### src/rtl/core/gap_buffer_text_store_assert.svh
// ----------------------------------------------------------------------------
// Assertion macros for the gap buffer text store
// Helpers that wrap clocked concurrent assertions with the reset disable.
// ----------------------------------------------------------------------------
`ifndef GAP_BUFFER_TEXT_STORE_ASSERT_SVH
`define GAP_BUFFER_TEXT_STORE_ASSERT_SVH

// Consequent must hold in the same cycle as the antecedent.
`define GBTS_ASSERT_SAME(lbl, ante, cons, msg) \
  lbl: assert property (@(posedge clk) disable iff (!rst_n) (ante) |-> (cons)) \
    else $error(msg);

// Consequent must hold in the cycle after the antecedent.
`define GBTS_ASSERT_NEXT(lbl, ante, cons, msg) \
  lbl: assert property (@(posedge clk) disable iff (!rst_n) (ante) |=> (cons)) \
    else $error(msg);

`endif

### src/rtl/core/gbts_pkg.sv
// ----------------------------------------------------------------------------
// Gap buffer text store package
// Field widths, default sizes, action and status codes.
// ----------------------------------------------------------------------------
package gbts_pkg;

  localparam int ACTION_W = 2;
  localparam int POS_W    = 13;
  localparam int CNT_W    = 7;
  localparam int BYTE_W   = 8;
  localparam int LEN_W    = 13;

  localparam int DEF_CAPACITY = 4096;
  localparam int DEF_MAX_RUN  = 64;

  typedef enum logic [ACTION_W-1:0] {
    ACT_READ   = 2'd0,
    ACT_INSERT = 2'd1,
    ACT_DELETE = 2'd2
  } action_t;

  localparam logic ST_OK   = 1'b0;
  localparam logic ST_FULL = 1'b1;

endpackage

### src/rtl/core/gbts_if.sv
// ----------------------------------------------------------------------------
// Gap buffer text store channels
// Valid/ready interfaces for the request and the result channel.
// ----------------------------------------------------------------------------
interface gbts_in_if;
  import gbts_pkg::*;

  logic                valid;
  logic                ready;
  logic [ACTION_W-1:0] action;
  logic [POS_W-1:0]    position;
  logic [CNT_W-1:0]    count;
  logic [BYTE_W-1:0]   data;

  modport source (output valid, action, position, count, data, input ready);
  modport sink   (input valid, action, position, count, data, output ready);
endinterface

interface gbts_out_if;
  import gbts_pkg::*;

  logic              valid;
  logic              ready;
  logic [BYTE_W-1:0] read_byte;
  logic [CNT_W-1:0]  amount;
  logic              last;
  logic              status;
  logic [LEN_W-1:0]  length;

  modport source (output valid, read_byte, amount, last, status, length, input ready);
  modport sink   (input valid, read_byte, amount, last, status, length, output ready);
endinterface

### src/rtl/core/gbts_engine.sv
// ----------------------------------------------------------------------------
// Gap buffer text store engine
// Sequencer for gap moves, fills and reads, with the result register.
// ----------------------------------------------------------------------------
module gbts_engine #(
  parameter int  CAPACITY = gbts_pkg::DEF_CAPACITY,
  parameter int  MAX_RUN  = gbts_pkg::DEF_MAX_RUN,
  localparam int AW       = $clog2(CAPACITY)
) (
  input  logic                        clk,
  input  logic                        rst_n,
  gbts_in_if.sink                     in_ch,
  gbts_out_if.source                  out_ch,
  output logic                        mem_wr_en,
  output logic [AW-1:0]               mem_wr_addr,
  output logic [gbts_pkg::BYTE_W-1:0] mem_wr_data,
  output logic                        mem_rd_en,
  output logic [AW-1:0]               mem_rd_addr,
  input  logic [gbts_pkg::BYTE_W-1:0] mem_rd_data
);
  import gbts_pkg::*;

  localparam int LW = $clog2(CAPACITY + 1);
  localparam int RW = $clog2(MAX_RUN + 1);
  localparam int CW = (LW > POS_W) ? LW : POS_W;

  typedef enum logic [2:0] {
    S_IDLE, S_DECODE, S_MOVE, S_FILL, S_DEL_FIN, S_RD_ISSUE, S_RD_EMIT, S_EMIT
  } state_t;

  state_t state_r, state_nxt;

  logic [ACTION_W-1:0] act_r, act_nxt;
  logic [LW-1:0]       pos_r, pos_nxt;
  logic [RW-1:0]       cnt_r, cnt_nxt;
  logic [BYTE_W-1:0]   data_r, data_nxt;
  logic [LW-1:0]       gs_r, gs_nxt;
  logic [LW-1:0]       hi_r, hi_nxt;
  logic [LW-1:0]       len_r, len_nxt;
  logic [LW-1:0]       gap_r, gap_nxt;
  logic [LW-1:0]       tgt_r, tgt_nxt;
  logic [RW-1:0]       rem_r, rem_nxt;
  logic [RW-1:0]       amt_r, amt_nxt;
  logic                st_r, st_nxt;
  logic [LW-1:0]       lg_r, lg_nxt;
  logic [LW-1:0]       ph_r, ph_nxt;
  logic                mv_pend_r, mv_pend_nxt;
  logic [AW-1:0]       mv_dst_r, mv_dst_nxt;

  logic                out_valid_r, out_valid_nxt;
  logic [BYTE_W-1:0]   out_byte_r, out_byte_nxt;
  logic [CNT_W-1:0]    out_amount_r, out_amount_nxt;
  logic                out_last_r, out_last_nxt;
  logic                out_status_r, out_status_nxt;
  logic [LEN_W-1:0]    out_length_r, out_length_nxt;

  logic                out_free;
  logic [LW-1:0]       avail;
  logic [LW-1:0]       lg_inc;
  logic [LW-1:0]       gs_dec;
  logic [LW-1:0]       hi_dec;

  assign out_free = !out_valid_r || out_ch.ready;
  assign avail    = len_r - pos_r;
  assign lg_inc   = lg_r + LW'(1);
  assign gs_dec   = gs_r - LW'(1);
  assign hi_dec   = hi_r - LW'(1);

  assign in_ch.ready = (state_r == S_IDLE);

  always_comb begin
    state_nxt      = state_r;
    act_nxt        = act_r;
    pos_nxt        = pos_r;
    cnt_nxt        = cnt_r;
    data_nxt       = data_r;
    gs_nxt         = gs_r;
    hi_nxt         = hi_r;
    len_nxt        = len_r;
    gap_nxt        = gap_r;
    tgt_nxt        = tgt_r;
    rem_nxt        = rem_r;
    amt_nxt        = amt_r;
    st_nxt         = st_r;
    lg_nxt         = lg_r;
    ph_nxt         = ph_r;
    mv_pend_nxt    = mv_pend_r;
    mv_dst_nxt     = mv_dst_r;
    out_valid_nxt  = out_valid_r && !out_ch.ready;
    out_byte_nxt   = out_byte_r;
    out_amount_nxt = out_amount_r;
    out_last_nxt   = out_last_r;
    out_status_nxt = out_status_r;
    out_length_nxt = out_length_r;
    mem_wr_en      = 1'b0;
    mem_wr_addr    = mv_dst_r;
    mem_wr_data    = mem_rd_data;
    mem_rd_en      = 1'b0;
    mem_rd_addr    = AW'(ph_r);

    case (state_r)
      S_IDLE: begin
        if (in_ch.valid) begin
          act_nxt  = in_ch.action;
          data_nxt = in_ch.data;
          pos_nxt  = (CW'(in_ch.position) > CW'(len_r)) ? len_r : LW'(in_ch.position);
          cnt_nxt  = (in_ch.count > CNT_W'(MAX_RUN)) ? RW'(MAX_RUN) : RW'(in_ch.count);
          state_nxt = S_DECODE;
        end
      end

      S_DECODE: begin
        amt_nxt = RW'(0);
        st_nxt  = ST_OK;
        case (act_r)
          ACT_READ: begin
            if (LW'(cnt_r) > avail) begin
              amt_nxt = RW'(avail);
              rem_nxt = RW'(avail);
            end else begin
              amt_nxt = cnt_r;
              rem_nxt = cnt_r;
            end
            lg_nxt = pos_r;
            ph_nxt = (pos_r < gs_r) ? pos_r : pos_r + gap_r;
            if (avail == LW'(0) || cnt_r == RW'(0)) begin
              amt_nxt   = RW'(0);
              state_nxt = S_EMIT;
            end else begin
              state_nxt = S_RD_ISSUE;
            end
          end
          ACT_INSERT: begin
            if (LW'(cnt_r) > gap_r) begin
              st_nxt    = ST_FULL;
              state_nxt = S_EMIT;
            end else begin
              amt_nxt   = cnt_r;
              rem_nxt   = cnt_r;
              tgt_nxt   = pos_r;
              state_nxt = S_MOVE;
            end
          end
          ACT_DELETE: begin
            amt_nxt   = (LW'(cnt_r) > avail) ? RW'(avail) : cnt_r;
            tgt_nxt   = pos_r;
            state_nxt = S_MOVE;
          end
          default: begin
            state_nxt = S_EMIT;
          end
        endcase
      end

      // One byte crosses the gap per cycle; each write follows its read in the next cycle.
      S_MOVE: begin
        mem_wr_en = mv_pend_r;
        if (gs_r < tgt_r) begin
          mem_rd_en   = 1'b1;
          mem_rd_addr = AW'(hi_r);
          mv_dst_nxt  = AW'(gs_r);
          mv_pend_nxt = 1'b1;
          gs_nxt      = gs_r + LW'(1);
          hi_nxt      = hi_r + LW'(1);
        end else if (gs_r > tgt_r) begin
          mem_rd_en   = 1'b1;
          mem_rd_addr = AW'(gs_dec);
          mv_dst_nxt  = AW'(hi_dec);
          mv_pend_nxt = 1'b1;
          gs_nxt      = gs_dec;
          hi_nxt      = hi_dec;
        end else begin
          mv_pend_nxt = 1'b0;
          state_nxt   = (act_r == ACT_INSERT) ? S_FILL : S_DEL_FIN;
        end
      end

      S_FILL: begin
        if (rem_r == RW'(0)) begin
          state_nxt = S_EMIT;
        end else begin
          mem_wr_en   = 1'b1;
          mem_wr_addr = AW'(gs_r);
          mem_wr_data = data_r;
          gs_nxt      = gs_r + LW'(1);
          len_nxt     = len_r + LW'(1);
          gap_nxt     = gap_r - LW'(1);
          rem_nxt     = rem_r - RW'(1);
        end
      end

      S_DEL_FIN: begin
        hi_nxt    = hi_r + LW'(amt_r);
        len_nxt   = len_r - LW'(amt_r);
        gap_nxt   = gap_r + LW'(amt_r);
        state_nxt = S_EMIT;
      end

      S_RD_ISSUE: begin
        mem_rd_en = 1'b1;
        lg_nxt    = lg_inc;
        // Logical bytes at and above the gap start live above the gap.
        ph_nxt    = (lg_inc == gs_r) ? hi_r : ph_r + LW'(1);
        state_nxt = S_RD_EMIT;
      end

      S_RD_EMIT: begin
        if (out_free) begin
          out_valid_nxt  = 1'b1;
          out_byte_nxt   = mem_rd_data;
          out_amount_nxt = CNT_W'(amt_r);
          out_last_nxt   = (rem_r == RW'(1));
          out_status_nxt = ST_OK;
          out_length_nxt = LEN_W'(len_r);
          rem_nxt        = rem_r - RW'(1);
          state_nxt      = (rem_r == RW'(1)) ? S_IDLE : S_RD_ISSUE;
        end
      end

      S_EMIT: begin
        if (out_free) begin
          out_valid_nxt  = 1'b1;
          out_byte_nxt   = '0;
          out_amount_nxt = CNT_W'(amt_r);
          out_last_nxt   = 1'b1;
          out_status_nxt = st_r;
          out_length_nxt = LEN_W'(len_r);
          state_nxt      = S_IDLE;
        end
      end

      default: begin
        state_nxt = S_IDLE;
      end
    endcase
  end

  always_ff @(posedge clk) begin
    if (!rst_n) begin
      state_r     <= S_IDLE;
      gs_r        <= '0;
      hi_r        <= LW'(CAPACITY);
      len_r       <= '0;
      gap_r       <= LW'(CAPACITY);
      mv_pend_r   <= 1'b0;
      out_valid_r <= 1'b0;
    end else begin
      state_r     <= state_nxt;
      gs_r        <= gs_nxt;
      hi_r        <= hi_nxt;
      len_r       <= len_nxt;
      gap_r       <= gap_nxt;
      mv_pend_r   <= mv_pend_nxt;
      out_valid_r <= out_valid_nxt;
    end
    act_r        <= act_nxt;
    pos_r        <= pos_nxt;
    cnt_r        <= cnt_nxt;
    data_r       <= data_nxt;
    tgt_r        <= tgt_nxt;
    rem_r        <= rem_nxt;
    amt_r        <= amt_nxt;
    st_r         <= st_nxt;
    lg_r         <= lg_nxt;
    ph_r         <= ph_nxt;
    mv_dst_r     <= mv_dst_nxt;
    out_byte_r   <= out_byte_nxt;
    out_amount_r <= out_amount_nxt;
    out_last_r   <= out_last_nxt;
    out_status_r <= out_status_nxt;
    out_length_r <= out_length_nxt;
  end

  assign out_ch.valid     = out_valid_r;
  assign out_ch.read_byte = out_byte_r;
  assign out_ch.amount    = out_amount_r;
  assign out_ch.last      = out_last_r;
  assign out_ch.status    = out_status_r;
  assign out_ch.length    = out_length_r;

endmodule

### src/flat_wrapper.sv
// flat-port wrapper written by rule: the top's interface ports become plain ports
module gbts_engine_flat import gbts_pkg::*;
#(
  parameter int  CAPACITY = gbts_pkg::DEF_CAPACITY,
  parameter int  MAX_RUN  = gbts_pkg::DEF_MAX_RUN,
  localparam int AW       = $clog2(CAPACITY)
)
  (clk, rst_n, mem_wr_en, mem_wr_addr, mem_wr_data, mem_rd_en, mem_rd_addr, mem_rd_data, in_ch_valid, in_ch_action, in_ch_position, in_ch_count, in_ch_data, in_ch_ready, out_ch_valid, out_ch_read_byte, out_ch_amount, out_ch_last, out_ch_status, out_ch_length, out_ch_ready);
  gbts_in_if in_ch_i ();
  gbts_out_if out_ch_i ();
  input  logic clk;
  input  logic rst_n;
  output logic mem_wr_en;
  output logic [AW-1:0] mem_wr_addr;
  output logic [gbts_pkg::BYTE_W-1:0] mem_wr_data;
  output logic mem_rd_en;
  output logic [AW-1:0] mem_rd_addr;
  input  logic [gbts_pkg::BYTE_W-1:0] mem_rd_data;
  input wire logic [$bits(in_ch_i.valid)-1:0] in_ch_valid;
  input wire logic [$bits(in_ch_i.action)-1:0] in_ch_action;
  input wire logic [$bits(in_ch_i.position)-1:0] in_ch_position;
  input wire logic [$bits(in_ch_i.count)-1:0] in_ch_count;
  input wire logic [$bits(in_ch_i.data)-1:0] in_ch_data;
  output wire logic [$bits(in_ch_i.ready)-1:0] in_ch_ready;
  output wire logic [$bits(out_ch_i.valid)-1:0] out_ch_valid;
  output wire logic [$bits(out_ch_i.read_byte)-1:0] out_ch_read_byte;
  output wire logic [$bits(out_ch_i.amount)-1:0] out_ch_amount;
  output wire logic [$bits(out_ch_i.last)-1:0] out_ch_last;
  output wire logic [$bits(out_ch_i.status)-1:0] out_ch_status;
  output wire logic [$bits(out_ch_i.length)-1:0] out_ch_length;
  input wire logic [$bits(out_ch_i.ready)-1:0] out_ch_ready;
  assign in_ch_i.valid = in_ch_valid;
  assign in_ch_i.action = in_ch_action;
  assign in_ch_i.position = in_ch_position;
  assign in_ch_i.count = in_ch_count;
  assign in_ch_i.data = in_ch_data;
  assign in_ch_ready = in_ch_i.ready;
  assign out_ch_valid = out_ch_i.valid;
  assign out_ch_read_byte = out_ch_i.read_byte;
  assign out_ch_amount = out_ch_i.amount;
  assign out_ch_last = out_ch_i.last;
  assign out_ch_status = out_ch_i.status;
  assign out_ch_length = out_ch_i.length;
  assign out_ch_i.ready = out_ch_ready;
  gbts_engine #(.CAPACITY(CAPACITY), .MAX_RUN(MAX_RUN)) u_core (.clk(clk), .rst_n(rst_n), .in_ch(in_ch_i), .out_ch(out_ch_i), .mem_wr_en(mem_wr_en), .mem_wr_addr(mem_wr_addr), .mem_wr_data(mem_wr_data), .mem_rd_en(mem_rd_en), .mem_rd_addr(mem_rd_addr), .mem_rd_data(mem_rd_data));
endmodule
### config.mk
export PLATFORM = sky130hd
export DESIGN_NAME = gbts_engine_flat
export DESIGN_NICKNAME = d
export VERILOG_FILES = /design/src/rtl/core/gap_buffer_text_store_assert.svh /design/src/rtl/core/gbts_pkg.sv /design/src/rtl/core/gbts_if.sv /design/src/rtl/core/gbts_engine.sv /design/src/flat_wrapper.sv
export SDC_FILE = /design/constraint.sdc
export NUM_CORES = 1
export LEC_CHECK = 0
export ABC_AREA = 1
export BUFFER_PORTS_ARGS = -buffer_cell sky130_fd_sc_hd__buf_2
export CAP_MARGIN = 10
export CORE_ASPECT_RATIO = 1.2
export CORE_MARGIN = 5
export CORE_UTILIZATION = 59
export CTS_BUF_LIST = sky130_fd_sc_hd__clkbuf_4 sky130_fd_sc_hd__clkbuf_8
export DETAILED_ROUTE_END_ITERATION = 12
export PLACE_DENSITY_LB_ADDON = 0.05
export SETUP_SLACK_MARGIN = 0.3
export SLEW_MARGIN = 20
export SYNTH_ARGS = -nofsm -noshare
export SYNTH_HDL_FRONTEND = slang
export SYNTH_SLANG_ARGS = --single-unit
### constraint.sdc
create_clock -name clk -period 4.73 [get_ports clk]
set_input_delay 0.946 -clock clk [delete_from_list [all_inputs] [get_ports clk]]
set_output_delay 0.946 -clock clk [all_outputs]
set_load 0.05 [all_outputs]
==> metrics.md, run 1 <==
| Metric | Value |
|---|---|
| Max-slew headroom | 42.72% |
| Total number of vias | 12272 |
| Peak VDD IR | 354.9 uV |
| Layout Utilization | 65.70% |
| DR DRC count | 0 |
| Total negative slack | 0 ns |
| CTS tree | yes |
| Skew final | 0.02096 ns |
| Part of the power in combinational logic | 61.4% |
| Antenna cells | 0 |
| Clock root buffer master | clkbuf_8 |
| FMAX | 0.2418 GHz |
| Crit. End Element | output port |
| DP Wirelength | 29.28 mm |
| Number of synthesized flops with an enable pin | 125 |
| Crit path DAT | 3.19 ns |
| Final setup fails | 0 |
| Die area | 26140 sq um |
| Share of cells above drive strength 1 | 11.66% |
| DR vias/cell | 5.689 |
| Synth Cell Area | 13570 sq um |
| CTS HTree Levels | 4 |
| Crit path kind | reg -> out |
| Pwr Total | 0.01065 W |
| Hold Slack | 0.5140 ns |
| Post-DP Area | 14360 sq um |
| Gpl congestion | 0.9446 |
| Async SR Flop Fraction | 0% |
| Die span in y | 176.1 microns |
| Max Cap Viol | 0 |
| Power Density | 719.9 nW/um^2 |
| Max FO, Critical Path | 12 |
| Total grt overflow | 0 |
| Syn. warnings | 0 |
| Initial Utilization | 60.24% |
| IO Pins | 108 |
| Syn Area/Cell | 7.661 sq um |
| Fill cells | 2043 |
| GR peak layer | met2 |
| WL/cell | 17.22 microns |
| Switching share of power | 52.43% |
| HP Class | reg -> reg |
| Top FF cell, synth | edfxtp_1 |
| Minimum clock period | 4.136 ns |
| First-pass GRT wire length | 59.30 mm |
| Largest net degree at the start of global routing | 42 |
| Detailed Route Iter0 Violations | 942 |
| Met1 Use GR | 35.83% |
| Worst skew pair latency | 0.47 ns |
| Clk sinks | 181 |
| Slew Viols, Final | 0 |
| RSZ-0062 raised after global routing | false |
| Sequential share of power | 27.7% |
| CTS Buffer Depth | 2 |
| Yosys cell types | 56 |
| Final ANT Viol Nets | 0 |
| All-Layer GR Usage | 28.51% |
| Syn nets | 1936 |
| M2 GR Usage | 49.04% |
| Clock share of power | 10.9% |
| Routing usage on met3 | 3.466% |
| Post-route design area | 14800 sq um |
| Post-Route WL | 37.14 mm |
| Final period util | 87.44% |
| Worst Tran Pin Value | 0.8583 ns |
| Nets | 2030 |
| Number of port buffers | 107 |
| Status | completed |
| Pleak | 6.865 nW |
| Mapped Cells | 1771 |
| Int Pwr | 0.005067 W |
| Sequential cell area fraction in the yosys report | 35.93% |
| Antenna violations before repair | 0 |
| Worst-path clk slew | 0.10 ns |
| Switch Pwr | 0.005586 W |
| Worst setup SP type | flop |
| Die Width | 148.4 microns |
| Drt first pass iters | 5 |
| Hold Fails Final Rpt | 0 |
| Synth-to-Final Area Change | 9.066% |
| Yosys reg bits | 181 |
| FP Rows | 60 |
| Num CTS Buffers | 17 |
| Critical path required time | 3.78 ns |
| Core area | 22520 sq um |
| Vias in the first global route | 11405 |
-- cell type report --
type	count	area, sq um	share of cell area, %
Tap cell	279	349.1	2.359
Inverter	239	902.1	6.097
Multi-Input combinational cell	1300	7567	51.14
Clock inverter	15	191.4	1.294
Sequential cell	181	4875	32.94
Timing Repair Buffer	126	678.2	4.583
Clock buffer	17	234.0	1.581
-- layer usage --
metal	routed length, microns	up-vias	share of wire, %
met2	18150	440	49
met4	1742	0	4.7
met5	0	-	0
met3	1956	83	5.3
met1	15280	5617	41
li1	-	6132	-
-- cell families after synthesis --
| logic type | synth area share, % |
|---|---|
| and+or+nand+nor | 22.29 |
| AOI/OAI and AO/OA | 15.51 |
| buffers and inverters | 8.466 |
| DFF | 35.93 |
| adders and majority gates | 11.62 |
| xor gates and xnor gates | 6.179 |
-- registers in the layout, summed over array words and instances (netlist names), 13 cells and up --
register              cells
u_core.gap_r             13
u_core.gs_r              13
u_core.len_r             13
u_core.lg_r              13
u_core.out_ch.length     13
u_core.pos_r             13
u_core.tgt_r             13
-- cells in the final DEF (no fill, tap or decap), drive strengths merged --
cell type / netlist / routed
nand2: 406 / 406
inv: 237 / 244
o21ai: 167 / 167
a21oi: 156 / 156
nor2: 138 / 138
buf: 20 / 126
edfxtp: 125 / 125
ha: 118 / 118
nand3: 89 / 89
xor2: 75 / 75
dfxtp: 56 / 56
nor3: 26 / 26
nand4: 20 / 20
xnor2: 19 / 19
clkbuf: 31 / 17
o211ai: 11 / 11
o22ai: 11 / 11
or2: 10 / 10
nor4: 9 / 9
a211oi: 7 / 7
o21bai: 6 / 6
o2111ai: 5 / 5
fa: 5 / 5
clkinv: 2 / 5
a22oi: 4 / 4
o221ai: 3 / 3
a31oi: 3 / 3
bufinv: 0 / 3
nand3b: 2 / 2
a21boi: 2 / 2
clkinvlp: 0 / 2
a21o: 1 / 1
o41ai: 1 / 1
o211a: 1 / 1
a31o: 1 / 1
or4: 1 / 1
o21a: 1 / 1
a221oi: 1 / 1
a2111oi: 1 / 1
-- per-stage QoR --
step | cells | setup WS, ns
floorplan | 1771 | 0.8616
global placement | 2124 | 0.8566
detailed placement | 2124 | 0.7741
CTS | 2156 | 0.3807
global route | 2157 | 0.4222
finish | 2157 | 0.5939
-- worst paths after layout --
| kind | end | startpoint | slack, ns | cells after the start |
|---|---|---|---|---|
| worst min register to register | u_core.out_ch.length[0]$_DFFE_PP_ | u_core.len_r[0]$_SDFFE_PN0P_ | 0.51 | 0 |
| worst max-delay path | mem_rd_addr[1] | u_core.gs_r[0]$_SDFFE_PN0P_ | 0.59 | 10 |
| worst max register to register | u_core.rem_r[5]$_DFFE_PP_ | u_core.pos_r[0]$_DFFE_PP_ | 1.24 | 17 |
| worst min-delay path | u_core.out_ch.length[0]$_DFFE_PP_ | u_core.len_r[0]$_SDFFE_PN0P_ | 0.51 | 0 |
-- power by group through the flow --
stage | clock network [W] | registers (W) | logic (W)
after detailed placement | 0 | 0.00296 | 0.00648
after CTS | 0.00118 | 0.00293 | 0.00652
after floorplan | 0 | 0.00273 | 0.00496
after global placement | 0 | 0.00295 | 0.00635
final | 0.00116 | 0.00295 | 0.00654
after global routing | 0.00125 | 0.00299 | 0.00740
-- Yosys cell counts (2+ instances only) --
library cell | n | area share (%)
buf_2 | 11 | 0.41
clkbuf_1 | 31 | 0.86
buf_1 | 3 | 0.083
o21ai_1 | 7 | 0.26
nor2_1 | 131 | 3.6
nand3_2 | 2 | 0.15
nor4_1 | 8 | 0.37
edfxtp_1 | 125 | 28
nand3_1 | 87 | 3.2
xnor2_1 | 18 | 1.2
o211ai_1 | 11 | 0.61
or2_2 | 9 | 0.41
buf_6 | 6 | 0.50
xor2_1 | 74 | 4.8
fa_1 | 5 | 0.74
inv_2 | 7 | 0.19
o221ai_1 | 3 | 0.19
dfxtp_1 | 56 | 8.3
nand2_1 | 399 | 11
nand3b_1 | 2 | 0.11
nand2_2 | 4 | 0.18
o21ai_2 | 8 | 0.52
o22ai_1 | 11 | 0.51
nor3_2 | 3 | 0.22
nand4_2 | 3 | 0.28
nor2_4 | 5 | 0.41
o21ai_0 | 152 | 5.6
nor2_2 | 2 | 0.092
a21oi_1 | 156 | 5.8
a22oi_1 | 4 | 0.22
a31oi_1 | 3 | 0.14
a21boi_0 | 2 | 0.11
nand2_4 | 3 | 0.25
nand4_1 | 16 | 0.74
inv_1 | 230 | 6.4
a211oi_1 | 4 | 0.22
o2111ai_1 | 5 | 0.32
a211oi_2 | 3 | 0.28
ha_1 | 118 | 11
nor3_1 | 23 | 0.85
o21bai_1 | 6 | 0.33
-- repair_timing --
| item | CTS | global route |
|---|---|---|
| buffers inserted | 0 | 1 |
| gates resized for setup | 1 | 2 |
| pin swaps | 0 | 0 |
| endpoints found under the setup margin | 1 | 4 |
| hold buffers | 0 | 0 |
-- critical path, stage by stage, from the launching register on --
cell,delay [ns]
dfxtp_1,0.47
inv_1,0.20
ha_1,0.33
nand2_1,0.04
or4_1,0.42
nor3_2,0.25
nand2_2,0.24
nand2_4,0.20
clkinvlp_4,0.11
o21ai_0,0.17
buf_2,0.30
No activity file was read; power rests on OpenSTA's default activity.
==> run 2, diff against run 1 <==
--- a/config.mk
+++ b/config.mk
@@ -14,6 +14,7 @@
 export CTS_BUF_LIST = sky130_fd_sc_hd__clkbuf_4 sky130_fd_sc_hd__clkbuf_8
 export DETAILED_ROUTE_END_ITERATION = 12
 export PLACE_DENSITY_LB_ADDON = 0.05
+export REMOVE_ABC_BUFFERS = 1
 export SETUP_SLACK_MARGIN = 0.3
 export SLEW_MARGIN = 20
 export SYNTH_ARGS = -nofsm -noshare
==> run 2 against run 1 <==
  * Maximum frequency fell by 1.3%
  * Sequential share of layout area rose by 0.11 points
  * Non-clock buffer count did not move
  * Via count fell by 1.6%
  * Global-route usage fell by 0.41 points
  * First-iteration DRC count fell by 2.5%
  * Routed wire length fell by 0.81%
  * Critical endpoint unchanged
==> metrics.md, run 2 (synthesized netlist as in run 1, its figures left out) <==
| Metric | Value |
|---|---|
| Status | completed (unchanged) |
| Num CTS Buffers | 17 (unchanged) |
| Post-Route WL | 36.84 mm (was 37.14 mm) |
| Clk sinks | 181 (unchanged) |
| Crit path DAT | 3.25 ns (was 3.19 ns) |
| Crit. End Element | output port (unchanged) |
| Gpl congestion | 0.9209 (was 0.9446) |
| Worst path depth | 10 (unchanged) |
| Share of cells above drive strength 1 | 11.66% (unchanged) |
| DR DRC count | 0 (unchanged) |
| Reg2reg path depth | 17 (unchanged) |
| Critical path launch point | u_core.gs_r[0]$_SDFFE_PN0P_ (unchanged) |
| RSZ-0062 raised after global routing | false (unchanged) |
| Critical path required time | 3.78 ns (about the same) |
| Synth-to-Final Area Change | 8.706% (was 9.066%) |
| Crit path buffers/inverters | 3 (unchanged) |
| Pleak | 6.840 nW (was 6.865 nW) |
| Crit path largest cell delay | 0.47 ns (about the same) |
| All-Layer GR Usage | 28.10% (was 28.51%) |
| Multi-input gate area | 7567 sq um (unchanged) |
| Final ANT Viol Nets | 0 (unchanged) |
| Register area | 4875 sq um (unchanged) |
| IO Pins | 108 (unchanged) |
| Total negative slack | 0 ns (unchanged) |
| Hold_buf cts | 0 (unchanged) |
| Vias in the first global route | 11111 (was 11405) |
| DP Cell Count | 2121 (was 2124) |
| CTS Buffer Depth | 2 (unchanged) |
| Total number of vias | 12079 (was 12272) |
| Crit-path cells | inv_1 > ha_1 > nand2_1 > or4_1 > nor3_2 > nand2_2 > nand2_4 > clkinvlp_4 > o21ai_0 > buf_2 (unchanged) |
| Antenna violations before repair | 0 (unchanged) |
| Max Cap Viol | 0 (unchanged) |
| Reg-to-reg setup timing slack | 1.21 ns (was 1.24 ns) |
| Peak VDD IR | 367.6 uV (was 354.9 uV) |
| Largest net degree at the start of global routing | 41 (was 42) |
| Max FO, Critical Path | 12 (unchanged) |
| Die Width | 148.4 microns (unchanged) |
| Core area | 22520 sq um (unchanged) |
| Clock root buffer master | clkbuf_8 (unchanged) |
| RR Endpoint | u_core.amt_r[0]$_DFFE_PN_ (was u_core.rem_r[5]$_DFFE_PP_) |
| Initial Utilization | 60.24% (unchanged) |
| Detailed Route Iter0 Violations | 918 (was 942) |
| Crit path to | mem_rd_addr[1] (unchanged) |
| Die area | 26140 sq um (unchanged) |
| First-pass GRT wire length | 57.94 mm (was 59.30 mm) |
| Antenna cells | 0 (unchanged) |
| FP Rows | 60 (unchanged) |
| Hold Fails Final Rpt | 0 (unchanged) |
| FMAX | 0.2385 GHz (was 0.2418 GHz) |
| Crit path kind | reg -> out (unchanged) |
| Reg2Reg Launch Point | u_core.pos_r[0]$_DFFE_PP_ (unchanged) |
| Minimum clock period | 4.193 ns (was 4.136 ns) |
| Total grt overflow | 0 (unchanged) |
| Final setup fails | 0 (unchanged) |
| HP Class | reg -> reg (unchanged) |
| Most frequent cells in the layout | 397 x nand2_1, 229 x inv_1, 155 x a21oi_1 (unchanged) |
| Worst setup SP type | flop (unchanged) |
| Worst-path clk slew | 0.10 ns (about the same) |
| CTS tree | yes (unchanged) |
| Number of port buffers | 107 (unchanged) |
| Final period util | 88.64% (was 87.44%) |
| Fill cells | 2005 (was 2043) |
| Slew Viols, Final | 0 (unchanged) |
| Slowest cell on crit path | dfxtp_1 (unchanged) |
| Nets | 2030 (unchanged) |
| Power Density | 711.7 nW/um^2 (was 719.9 nW/um^2) |
| Worst skew pair latency | 0.49 ns (was 0.47 ns) |
| WL/cell | 17.08 microns (was 17.22 microns) |
| DR vias/cell | 5.600 (was 5.689) |
| CTS HTree Levels | 4 (unchanged) |
| Fin cells | 2157 (unchanged) |
| Die span in y | 176.1 microns (unchanged) |
| Most common cell after layout, fill and taps aside | nand2_1 (unchanged) |
| Delay-heaviest family, CP | simple AND/OR/NAND/NOR gates (unchanged) |
| Drt first pass iters | 6 (was 5) |
| Worst Tran Pin Value | 0.9066 ns (was 0.8583 ns) |
| Skew final | 0.02245 ns (was 0.02096 ns) |
| DP Wirelength | 28.96 mm (was 29.28 mm) |
| Max-slew headroom | 39.49% (was 42.72%) |
==> run 2: cell types whose count changed in the layout (fill, tap and decap cells not counted), sizes merged <==
cell and change:
bufinv -2, clkinv +1, clkinvlp +1
==> run 2: repair_timing <==
item	CTS	global route
endpoints found under the hold margin	0	0
buffers inserted	0	4
endpoints found under the setup margin	1	7
gates resized for setup	1	2
==> run 2: worst min path at each step <==
stage | start | endpoint | slack [ns] | depth (start not counted)
2_1_floorplan | u_core.gap_r[12]$_SDFFE_PN1P_ | u_core.gap_r[12]$_SDFFE_PN1P_ | 0.45 | 1
3_3_place_gp | u_core.gap_r[12]$_SDFFE_PN1P_ | u_core.gap_r[12]$_SDFFE_PN1P_ | 0.48 | 1
3_5_place_dp | u_core.gap_r[12]$_SDFFE_PN1P_ | u_core.gap_r[12]$_SDFFE_PN1P_ | 0.50 | 1
4_1_cts | u_core.gap_r[12]$_SDFFE_PN1P_ | u_core.gap_r[12]$_SDFFE_PN1P_ | 0.51 | 1
5_1_grt | u_core.len_r[12]$_SDFFE_PN0P_ | u_core.out_ch.length[12]$_DFFE_PP_ | 0.53 | 0
6_report | u_core.len_r[12]$_SDFFE_PN0P_ | u_core.out_ch.length[12]$_DFFE_PP_ | 0.51 | 0
==> run 2: stage by stage <==
stage	util [%]	power, W	hold slack [ns]	setup WS [ns]	cell area (sq um)
finish	65.48	0.01050	0.5096	0.5373	14750
global route	65.48	0.01144	0.5281	0.4189	14750
CTS	65.32	0.01043	0.5052	0.4246	14710
detailed placement	63.64	0.009366	0.4971	0.8146	14330
global placement	63.64	0.009218	0.4780	0.8678	14330
floorplan	-	0.007605	0.4472	0.1353	13320
==> run 2: layout make-up <==
class / instances / share of cell area (%)
sequential: 181 / 33.05
clock inverter: 15 / 0.9672
multi-input combinational: 1300 / 51.31
tap: 279 / 2.367
inverter: 239 / 6.117
clock buffer: 17 / 1.586
timing repair buffer: 126 / 4.598
==> run 2: where the power goes <==
group	leakage (nW)	total, W	switching [W]	internal (W)
combinational	5.03	0.00651	0.00433	0.00217
sequential	1.62	0.00293	0.000571	0.00236
clock	0.189	0.00106	0.000628	0.000430
total	6.84	0.0105	0.00553	0.00496
==> run 2: worst reg2reg max path: stages (launching register included) <==
cell,delay (ns)
edfxtp_1,0.55
ha_1,0.29
fa_1,0.38
inv_1,0.14
nand3_1,0.10
nand2_1,0.13
nand2_1,0.06
nand2_1,0.09
inv_1,0.08
ha_1,0.31
nand3_1,0.08
a21oi_1,0.13
nor2_1,0.05
nand2_1,0.06
nand4_2,0.36
o21ai_2,0.30
nand2_1,0.07
a21oi_1,0.18
==> run 2: metal layers <==
metal	GRT usage (%)	vias up	routed length, microns
met5	0	-	0
met4	13.52	0	1824
met3	4.262	81	1991
met2	48.15	364	17900
met1	34.63	5493	15130
li1	-	6141	-
